==> src/rtl/core/cle_pkg.sv <==
// ----------------------------------------------------------------------------
// cle_pkg: shared types and constants of the C string literal escaper
// Word layouts for both channels, the classified entry passed from the
// front to the back, and character constants.
// ----------------------------------------------------------------------------
package cle_pkg;

   // input word
   typedef struct packed {
      logic [7:0] data_byte;
      logic [7:0] next_byte;
      logic       is_last;
   } req_word_type;

   // result word
   typedef struct packed {
      logic [7:0] out_char;
      logic       is_terminator;
      logic       run_last;
   } rsp_word_type;

   // how the back end spells a byte
   typedef enum logic [2:0] {
      KIND_ZERO,       // \0 or \000
      KIND_SPECIAL,    // backslash + name
      KIND_PRINT,      // printable, not a hex digit
      KIND_PRINT_HEX,  // printable hex digit: escaped only after a hex escape
      KIND_HEX         // \x0hh
   } kind_type;

   typedef struct packed {
      kind_type   kind;
      logic [7:0] value;      // escape name for KIND_SPECIAL, raw byte otherwise
      logic       zero_long;  // zero byte followed by a decimal digit
      logic       is_last;
   } entry_type;

   localparam int Q_DEPTH = 2;
   localparam int SEQ_MAX = 5;

   localparam logic [7:0] CH_BSLASH = 8'h5c;
   localparam logic [7:0] CH_ZERO   = 8'h30;
   localparam logic [7:0] CH_X      = 8'h78;
   localparam logic [7:0] CH_LOWER_A = 8'h61;
   localparam logic [7:0] CH_NUL    = 8'h00;

   // register map (index of the 32-bit register, paddr[2])
   localparam logic REG_BUFFER_SIZE = 1'b0;
   localparam logic [15:0] BUFFER_SIZE_RESET = 16'hffff;

   function automatic logic [7:0] hex_char(input logic [3:0] nib);
      logic [7:0] r;
      if (nib < 4'd10) begin
         r = CH_ZERO + {4'b0, nib};
      end else begin
         r = CH_LOWER_A + {4'b0, nib} - 8'd10;
      end
      return r;
   endfunction

endpackage

==> src/rtl/core/cle_front.sv <==
// ----------------------------------------------------------------------------
// cle_front: byte classifier
// Sorts each input byte into the escape kind the back end will spell out.
// ----------------------------------------------------------------------------
module cle_front (
   input  cle_pkg::req_word_type word_i,
   output cle_pkg::entry_type    entry_o
);
   import cle_pkg::*;

   logic [7:0] d;
   logic       dec_next;
   logic       hexdig;

   assign d        = word_i.data_byte;
   assign dec_next = (word_i.next_byte >= 8'h30) && (word_i.next_byte <= 8'h39);
   assign hexdig   = ((d >= 8'h30) && (d <= 8'h39)) ||
                     ((d >= 8'h61) && (d <= 8'h66)) ||
                     ((d >= 8'h41) && (d <= 8'h46));

   always_comb begin
      entry_o.value     = d;
      entry_o.zero_long = dec_next;
      entry_o.is_last   = word_i.is_last;
      case (d)
         8'h00: entry_o.kind = KIND_ZERO;
         8'h27, 8'h22, 8'h3f, 8'h5c: entry_o.kind = KIND_SPECIAL;
         8'h07: begin entry_o.kind = KIND_SPECIAL; entry_o.value = 8'h61; end
         8'h08: begin entry_o.kind = KIND_SPECIAL; entry_o.value = 8'h62; end
         8'h0c: begin entry_o.kind = KIND_SPECIAL; entry_o.value = 8'h66; end
         8'h0a: begin entry_o.kind = KIND_SPECIAL; entry_o.value = 8'h6e; end
         8'h0d: begin entry_o.kind = KIND_SPECIAL; entry_o.value = 8'h72; end
         8'h09: begin entry_o.kind = KIND_SPECIAL; entry_o.value = 8'h74; end
         8'h0b: begin entry_o.kind = KIND_SPECIAL; entry_o.value = 8'h76; end
         default: begin
            if ((d >= 8'h20) && (d <= 8'h7e)) begin
               entry_o.kind = hexdig ? KIND_PRINT_HEX : KIND_PRINT;
            end else begin
               entry_o.kind = KIND_HEX;
            end
         end
      endcase
   end

endmodule

==> src/rtl/core/cle_queue.sv <==
// ----------------------------------------------------------------------------
// cle_queue: short entry queue between front and back
// Register-based FIFO of classified entries.
// ----------------------------------------------------------------------------
module cle_queue (
   input  logic                clock,
   input  logic                reset,
   input  logic                wr_i,
   input  cle_pkg::entry_type  wr_data_i,
   output logic                full_o,
   input  logic                rd_i,
   output logic                valid_o,
   output cle_pkg::entry_type  rd_data_o
);
   import cle_pkg::*;

   localparam int PtrW = (Q_DEPTH > 1) ? $clog2(Q_DEPTH) : 1;
   localparam int CntW = $clog2(Q_DEPTH + 1);

   entry_type             mem_ff [Q_DEPTH];
   logic [PtrW-1:0]       wr_ptr_ff, wr_ptr_in;
   logic [PtrW-1:0]       rd_ptr_ff, rd_ptr_in;
   logic [CntW-1:0]       count_ff, count_in;
   logic                  do_wr, do_rd;

   assign full_o    = (count_ff == CntW'(Q_DEPTH));
   assign valid_o   = (count_ff != '0);
   assign rd_data_o = mem_ff[rd_ptr_ff];
   assign do_wr     = wr_i && !full_o;
   assign do_rd     = rd_i && valid_o;

   always_comb begin
      wr_ptr_in = wr_ptr_ff;
      rd_ptr_in = rd_ptr_ff;
      count_in  = count_ff;
      if (do_wr) begin
         wr_ptr_in = (wr_ptr_ff == PtrW'(Q_DEPTH - 1)) ? '0 : wr_ptr_ff + PtrW'(1);
      end
      if (do_rd) begin
         rd_ptr_in = (rd_ptr_ff == PtrW'(Q_DEPTH - 1)) ? '0 : rd_ptr_ff + PtrW'(1);
      end
      if (do_wr && !do_rd) begin
         count_in = count_ff + CntW'(1);
      end else if (do_rd && !do_wr) begin
         count_in = count_ff - CntW'(1);
      end
   end

   always_ff @(posedge clock) begin
      if (reset) begin
         wr_ptr_ff <= '0;
         rd_ptr_ff <= '0;
         count_ff  <= '0;
      end else begin
         wr_ptr_ff <= wr_ptr_in;
         rd_ptr_ff <= rd_ptr_in;
         count_ff  <= count_in;
      end
   end

   always_ff @(posedge clock) begin
      if (do_wr) begin
         mem_ff[wr_ptr_ff] <= wr_data_i;
      end
   end

endmodule

==> src/rtl/core/cle_back.sv <==
// ----------------------------------------------------------------------------
// cle_back: escape sequencer
// Spells out one entry at a time, one character per cycle while the output
// register is free, enforces the buffer limit and appends the terminator. Ends in a one-word output register.
// ----------------------------------------------------------------------------
module cle_back (
   input  logic                  clock,
   input  logic                  reset,
   input  logic [15:0]           buffer_size_i,
   input  logic                  q_valid_i,
   input  cle_pkg::entry_type    q_data_i,
   output logic                  q_rd_o,
   output logic                  empty_o,
   input  logic                  pop_i,
   output cle_pkg::rsp_word_type rsp_o
);
   import cle_pkg::*;

   // current entry
   logic                b_valid_ff, b_valid_in;
   logic [7:0]          b_seq_ff [SEQ_MAX];
   logic [7:0]          seq_c    [SEQ_MAX];
   logic [2:0]          b_len_ff, len_c;
   logic [2:0]          b_pos_ff, b_pos_in;
   logic                b_last_ff;
   logic                b_hex_ff, hex_c;

   // block state
   logic                prev_hex_ff, prev_hex_in;
   logic [15:0]         cw_ff, cw_in;

   // output register
   logic                out_valid_ff;
   rsp_word_type        out_ff;

   logic [15:0]         limit;
   logic                fits, near_full, slot_free;
   logic                char_go, term_go, advance, term_emit, final_char, b_done, load;

   assign limit     = (buffer_size_i == 16'd0) ? 16'd0 : buffer_size_i - 16'd1;
   assign fits      = cw_ff < limit;
   assign near_full = !(({1'b0, cw_ff} + 17'd1) < {1'b0, limit});
   assign slot_free = !out_valid_ff || pop_i;

   assign char_go    = b_valid_ff && (b_pos_ff < b_len_ff) && fits;
   assign term_go    = b_valid_ff && !char_go && b_last_ff;
   assign advance    = char_go && slot_free;
   assign term_emit  = term_go && slot_free;
   assign final_char = !b_last_ff && (((b_pos_ff + 3'd1) == b_len_ff) || near_full);
   assign b_done     = (advance && final_char) || term_emit ||
                       (b_valid_ff && !char_go && !b_last_ff);
   assign load       = q_valid_i && (!b_valid_ff || b_done);
   assign q_rd_o     = load;

   always_comb begin
      prev_hex_in = prev_hex_ff;
      cw_in       = cw_ff;
      if (advance) begin
         cw_in = cw_ff + 16'd1;
         if (b_pos_ff == 3'd0) begin
            prev_hex_in = b_hex_ff;
         end
      end
      if (term_emit) begin
         prev_hex_in = 1'b0;
         cw_in       = 16'd0;
      end
   end

   // spell the queue head, using the hex state as it stands after this cycle
   always_comb begin
      for (int i = 0; i < SEQ_MAX; i++) begin
         seq_c[i] = CH_NUL;
      end
      len_c = 3'd1;
      hex_c = 1'b0;
      case (q_data_i.kind)
         KIND_ZERO: begin
            seq_c[0] = CH_BSLASH;
            seq_c[1] = CH_ZERO;
            seq_c[2] = CH_ZERO;
            seq_c[3] = CH_ZERO;
            len_c    = q_data_i.zero_long ? 3'd4 : 3'd2;
         end
         KIND_SPECIAL: begin
            seq_c[0] = CH_BSLASH;
            seq_c[1] = q_data_i.value;
            len_c    = 3'd2;
         end
         KIND_PRINT: begin
            seq_c[0] = q_data_i.value;
         end
         KIND_PRINT_HEX, KIND_HEX: begin
            if ((q_data_i.kind == KIND_HEX) || prev_hex_in) begin
               seq_c[0] = CH_BSLASH;
               seq_c[1] = CH_X;
               seq_c[2] = CH_ZERO;
               seq_c[3] = hex_char(q_data_i.value[7:4]);
               seq_c[4] = hex_char(q_data_i.value[3:0]);
               len_c    = 3'd5;
               hex_c    = 1'b1;
            end else begin
               seq_c[0] = q_data_i.value;
            end
         end
         default: begin
            seq_c[0] = q_data_i.value;
         end
      endcase
   end

   always_comb begin
      b_valid_in = b_valid_ff;
      b_pos_in   = b_pos_ff;
      if (advance) begin
         b_pos_in = b_pos_ff + 3'd1;
      end
      if (b_done) begin
         b_valid_in = 1'b0;
      end
      if (load) begin
         b_valid_in = 1'b1;
         b_pos_in   = 3'd0;
      end
   end

   always_ff @(posedge clock) begin
      if (reset) begin
         b_valid_ff   <= 1'b0;
         b_pos_ff     <= 3'd0;
         prev_hex_ff  <= 1'b0;
         cw_ff        <= 16'd0;
         out_valid_ff <= 1'b0;
      end else begin
         b_valid_ff  <= b_valid_in;
         b_pos_ff    <= b_pos_in;
         prev_hex_ff <= prev_hex_in;
         cw_ff       <= cw_in;
         if (advance || term_emit) begin
            out_valid_ff <= 1'b1;
         end else if (pop_i) begin
            out_valid_ff <= 1'b0;
         end
      end
   end

   always_ff @(posedge clock) begin
      if (load) begin
         for (int i = 0; i < SEQ_MAX; i++) begin
            b_seq_ff[i] <= seq_c[i];
         end
         b_len_ff  <= len_c;
         b_last_ff <= q_data_i.is_last;
         b_hex_ff  <= hex_c;
      end
      if (advance) begin
         out_ff.out_char      <= b_seq_ff[b_pos_ff];
         out_ff.is_terminator <= 1'b0;
         out_ff.run_last      <= final_char;
      end else if (term_emit) begin
         out_ff.out_char      <= CH_NUL;
         out_ff.is_terminator <= 1'b1;
         out_ff.run_last      <= 1'b1;
      end
   end

   assign empty_o = !out_valid_ff;
   assign rsp_o   = out_ff;

   // a terminator always closes its byte's results
   a_term_last: assert property (@(posedge clock) disable iff (reset)
      (out_valid_ff && out_ff.is_terminator) |-> out_ff.run_last)
      else $error("terminator without run_last");

   // a terminator restarts the block state
   a_term_restart: assert property (@(posedge clock) disable iff (reset)
      term_emit |=> ((cw_ff == 16'd0) && !prev_hex_ff))
      else $error("block state not cleared after terminator");

   // the character pointer never runs past the spelled sequence
   a_pos_range: assert property (@(posedge clock) disable iff (reset)
      b_valid_ff |-> (b_pos_ff <= b_len_ff))
      else $error("sequence pointer out of range");

   // a new entry is only taken once the previous one is finished
   a_load_order: assert property (@(posedge clock) disable iff (reset)
      (load && b_valid_ff) |-> b_done)
      else $error("entry overwritten before done");

endmodule

==> src/rtl/core/c_string_literal_escaper.sv <==
// ----------------------------------------------------------------------------
// c_string_literal_escaper: raw bytes to C string literal characters
// Each input byte becomes up to five literal characters, emitted one per
// result word; the last byte of a block also emits the closing NUL.
// ----------------------------------------------------------------------------
//
//  channel   ports                                      handshake      dir
//  --------  -----------------------------------------  -------------  ---
//  request   req_data (data_byte, next_byte, is_last)   push / full    in
//  response  rsp_data (out_char, is_terminator, run_last) pop / empty  out
//  csr       psel penable pwrite paddr pwdata prdata    APB, pready=1  in
//
//  Flow: the single-port sequencer in the back end spells one byte at a time,
//  taking the next only as the last finishes, and the terminator after a
//  block's last byte; a push passes the queue, entry and output registers.
//  Reset: synchronous, active high; buffer_size (reg 0 @ 0x0) to 65535, hex flag
//  and character count to zero.
//  Stalls: front accepts until the two-entry queue fills; back holds on a full
//  output register and resumes when pop frees it.
//
module c_string_literal_escaper (
   input  logic                  clock,
   input  logic                  reset,
   // request channel
   input  logic                  push,
   output logic                  full,
   input  cle_pkg::req_word_type req_data,
   // response channel
   output logic                  empty,
   input  logic                  pop,
   output cle_pkg::rsp_word_type rsp_data,
   // csr port
   input  logic                  psel,
   input  logic                  penable,
   input  logic                  pwrite,
   input  logic [2:0]            paddr,
   input  logic [31:0]           pwdata,
   output logic [31:0]           prdata,
   output logic                  pready
);
   import cle_pkg::*;

   // buffer_size register
   logic [15:0]  buffer_size_ff;
   logic         csr_wr;

   // front -> queue -> back
   entry_type    front_entry;
   entry_type    q_head;
   logic         q_valid;
   logic         q_rd;
   logic         q_full;

   assign pready = 1'b1;
   // paddr[1:0] are byte lanes; paddr[2] selects the word
   assign csr_wr = psel && penable && pwrite && pready && (paddr[2] == REG_BUFFER_SIZE);
   assign prdata = (paddr[2] == REG_BUFFER_SIZE) ? {16'd0, buffer_size_ff} : 32'd0;

   always_ff @(posedge clock) begin
      if (reset) begin
         buffer_size_ff <= BUFFER_SIZE_RESET;
      end else if (csr_wr) begin
         buffer_size_ff <= pwdata[15:0];
      end
   end

   // classify the incoming byte
   cle_front u_front (
      .word_i  (req_data),
      .entry_o (front_entry)
   );

   // decouple classification from emission
   cle_queue u_queue (
      .clock     (clock),
      .reset     (reset),
      .wr_i      (push),
      .wr_data_i (front_entry),
      .full_o    (q_full),
      .rd_i      (q_rd),
      .valid_o   (q_valid),
      .rd_data_o (q_head)
   );

   assign full = q_full;

   // spell out characters, count them against the buffer, add terminator
   cle_back u_back (
      .clock         (clock),
      .reset         (reset),
      .buffer_size_i (buffer_size_ff),
      .q_valid_i     (q_valid),
      .q_data_i      (q_head),
      .q_rd_o        (q_rd),
      .empty_o       (empty),
      .pop_i         (pop),
      .rsp_o         (rsp_data)
   );

endmodule

==> config.mk <==
export PLATFORM = sky130hd
export DESIGN_NAME = c_string_literal_escaper
export DESIGN_NICKNAME = d
export VERILOG_FILES = /design/src/rtl/core/cle_pkg.sv /design/src/rtl/core/cle_front.sv /design/src/rtl/core/cle_queue.sv /design/src/rtl/core/cle_back.sv /design/src/rtl/core/c_string_literal_escaper.sv
export SDC_FILE = /design/constraint.sdc
export NUM_CORES = 1
export LEC_CHECK = 0
export BUFFER_PORTS_ARGS = -buffer_cell sky130_fd_sc_hd__buf_4
export CAP_MARGIN = 0
export CORE_MARGIN = 5
export CORE_UTILIZATION = 50
export DETAILED_ROUTE_END_ITERATION = 10
export PLACE_DENSITY = 0.77
export SLEW_MARGIN = 40
export SYNTH_ARGS = -nofsm -noshare
export SYNTH_HDL_FRONTEND = slang
export SYNTH_SLANG_ARGS = --single-unit
==> constraint.sdc <==
create_clock -name clock -period 6.2 [get_ports clock]
set_clock_uncertainty 0.05 [all_clocks]
set_input_delay 0.31 -clock clock [delete_from_list [all_inputs] [get_ports clock]]
set_output_delay 0.31 -clock clock [all_outputs]
set_load 0.005 [all_outputs]
==> results.md <==
- Hold WS: 39.2 ps
- Cell taking the most area after synthesis: edfxtp_1
- Dpl ws: roughly 1200 ps
- Critical Path Source: buffer_size_ff[0]
- Total setup buffers inserted after CTS: 0
- Die H: approximately 130 µm
- Pre-Repair DR Iteration Count: 5
- Number of diodes: 0
- Fillcell total: 1140
- Vias in the first global route: 5545
- Root Buffer: clkbuf_16
- Status: finished, final reports clean
- Combinational power share: 0.283
- Total of max-cap violations: 0
- CTS tree: built
- Port bufs: between 60 and 70
- Power Internal: 2.04 mW
- DR vias: 5481
- Clock Pin Slew Worst Setup and Hold Paths: 60 ps
- Data arrival time of the worst path: 5150 ps
- Core footprint: ~14000 µm²
- Average size of a mapped cell: 9.81 µm²
- Placer congestion estimate: roughly 1
- Post-synth EDFFs: 71
- Clk_lat worst skew: 410 ps
- Routed WL: approximately 16 mm
- HPWL Detailed: 11.3 mm
- Clk network pwr share: 0.313
- Worst setup SP type: flop
- Total CTS buffers: 17
- Max clock buf depth: 2
- Hold Buf Count CTS: 0
- Final net count: around 860
- Top Family by Delay on Critical Path: simple AND/OR/NAND/NOR gates
- Hold_sp: req_data[0]
- Ys async rst share: 0
- Yosys reg bits: about 120
- Reg2reg start: buffer_size_ff[0]
- CP max stage cell: a211oi_2
- DR iter-0 viols: about 330
- Worst path required time: 6210 ps
- Gate Count Post-Synth: 708
- Lkg Pwr: between 3 and 4 nW
- Routed wire per std cell: 16.6 µm
- Fin. max-slew vios: 0
- Placed cell area: 7510 µm²
- Fmax: 195 MHz
- Critical path, cell by cell: inv_1 > ha_1 > nor4b_1 > nand4_1 > o21ai_0 > ha_1 > a211oi_1 > nand3_1 > a221o_2 > a211oi_2 > nand2_1 > nand2_1
- Initial antenna violation count: 0
- WP buf/inv: 1
- Row cnt: 43
- RSZ-0062 raised after global routing: false
- Hold Path Class: in2reg
- VDD IR max: 201 µV
- Mapped Area: just under 7000 µm²
- Post-CTS sizing: 0
- TritonCTS Sinks: 118
- Post-route clock period utilization: 0.828
- Top cells by area, synth: edfxtp_1 31%, dfxtp_1 14%, ha_1 7.4%, xor2_1 4.8%, nand2_1 4.1%
- Crit Path Max Fanout: 14
- Drt drc: 0
- Synth unique cells: slightly above 70
- Ys flop type: edfxtp_1
- Die area: 16400 µm²
- Crit Path Class: reg2reg
- ANT nets after route: 0
- Critical Path Sink Type: flop
- PnR worst setup slack: 1070 ps
- Slowest stage delay, CP: about 700 ps
- Switching fraction of total power: 0.339
- Pin count of the biggest net entering global routing: 28
- Layout cells sized above 1: 0.172
- DIE WIDTH: 128 µm
- Area grow syn2layout: 16.5%
- Hold Vio Cnt, Final: 0
- Final setup TNS: 0 ps
- Grt ovf: 0
- Number of synthesis warnings: 0
- Flop pwr share: 0.404
- Tot GR Track Use: 0.199
- Sw power: about 1.0 mW
- Slew @ Worst Pin: between 800 and 900 ps
- Final Setup Violations: 0
- Starting Density: 0.504
- Sequential fraction of the synthesis area: 0.442
- Yosys top cell area share: 0.307
- Post-route minimum period: 5130 ps
- First-pass GRT wire length: approximately 26 mm
- Slew headroom: 0.450
- CTS H-tree depth: 4
- Pwr Density: 381 nW/µm²
- # IOs: around 100
- Routed vias/inst: around 5.7
- Final non-filler cell area: 8100 µm²
-- cells in the mapped netlist (all sizes together), types with 4 or more instances --
library cell and n:
o21ai 24, nand3b 15, dfxtp 47, a211oi 10
nand4 9, nor2b 22, o21a 4, nor2 64
buf 27, inv 22, xor2 38, a21oi 27
nand2 76, edfxtp 71, ha 41, or2 5
mux2 6, xnor2 11, o211ai 6, nand2b 9
nor3 25, nor4 10, clkbuf 22, nand3 33
and3 10, mux2i 20
-- registers in the layout, summed over array words and instances, names as in the netlist, named ones only --
| signal | count |
|---|---|
| buffer_size_ff | 16 |
| u_back.b_hex_ff | 1 |
| u_back.b_last_ff | 1 |
| u_back.b_len_ff | 3 |
| u_back.b_pos_ff | 3 |
| u_back.b_seq_ff | 31 |
| u_back.b_valid_ff | 1 |
| u_back.cw_ff | 16 |
| u_back.out_valid_ff | 1 |
| u_back.prev_hex_ff | 1 |
| u_back.rsp_o | 10 |
| u_queue.count_ff | 2 |
| u_queue.mem_ff | 26 |
| u_queue.rd_ptr_ff | 1 |
| u_queue.wr_ptr_ff | 1 |
-- layout make-up --
cell class	instances	area, µm²	area share
Clock buffer	17	425	0.0525
Clock inverter	15	158	0.0195
Inverter	22	82.6	0.0102
Multi-Input combinational cell	534	3580	0.443
Sequential cell	118	3070	0.380
Tap cell	180	225	0.0278
Timing Repair Buffer	71	548	0.0677
-- kinds of logic (layout without fill, tap and decap cells) --
group	Yosys count	in the layout	share of synthesized area
and+or+nand+nor	292	292	0.213
DFF	118	118	0.442
AOI/OAI and AO/OA	108	108	0.115
buffers and inverters	71	125	0.0519
xor gates and xnor gates	50	50	0.0652
adders and majority gates	41	41	0.0738
muxes	26	26	0.0385
other	2	17	0.00108
-- power groups by stage --
stage	sequential [mW]	clock (mW)	combinational, mW
6_report	1.25	0.966	0.874
5_1_grt	1.27	1.01	0.963
4_1_cts	1.25	0.976	0.871
3_5_place_dp	1.26	0	0.854
3_3_place_gp	1.25	0	0.787
2_1_floorplan	1.20	0	0.635
-- placed cells by master, fill, tap and decap left out, types with 11 or more instances in the layout --
master,n
inv_1,20
nor3_1,25
nor2_1,62
dfxtp_1,46
nand2_1,76
ha_1,41
a21oi_1,27
edfxtp_1,71
o21ai_0,20
xor2_1,38
conb_1,17
nand3b_1,15
nand3_1,32
xnor2_1,11
buf_4,69
nor2b_1,22
mux2i_1,20
clkbuf_16,17
-- worst paths after layout --
path	endpoint	slack, ps	depth (start not counted)
hold / removal	u_queue.mem_ff[0][0]	40	1
hold reg to reg	u_back.cw_ff[1]	460	2
setup / recovery	u_back.rsp_o[0]	1070	12
setup reg to reg	u_back.rsp_o[0]	1070	12
-- through the flow --
stage	total power [mW]	cells	util
after floorplan	1.83	723	-
after global placement	2.03	923	0.543
after detailed placement	2.11	925	0.545
after CTS	3.09	957	0.587
after global routing	3.24	957	0.588
final	3.09	957	0.588
-- per-layer routing --
layer	wire, µm	vias up	share of wire	track usage
met2	7800	206	0.49	0.329
met1	6910	2608	0.43	0.254
met4	342	0	0.022	0.0918
li1	-	2632	-	-
met5	0	-	0	0
met3	837	35	0.053	0.0342
(Power assumes the default switching activity.)
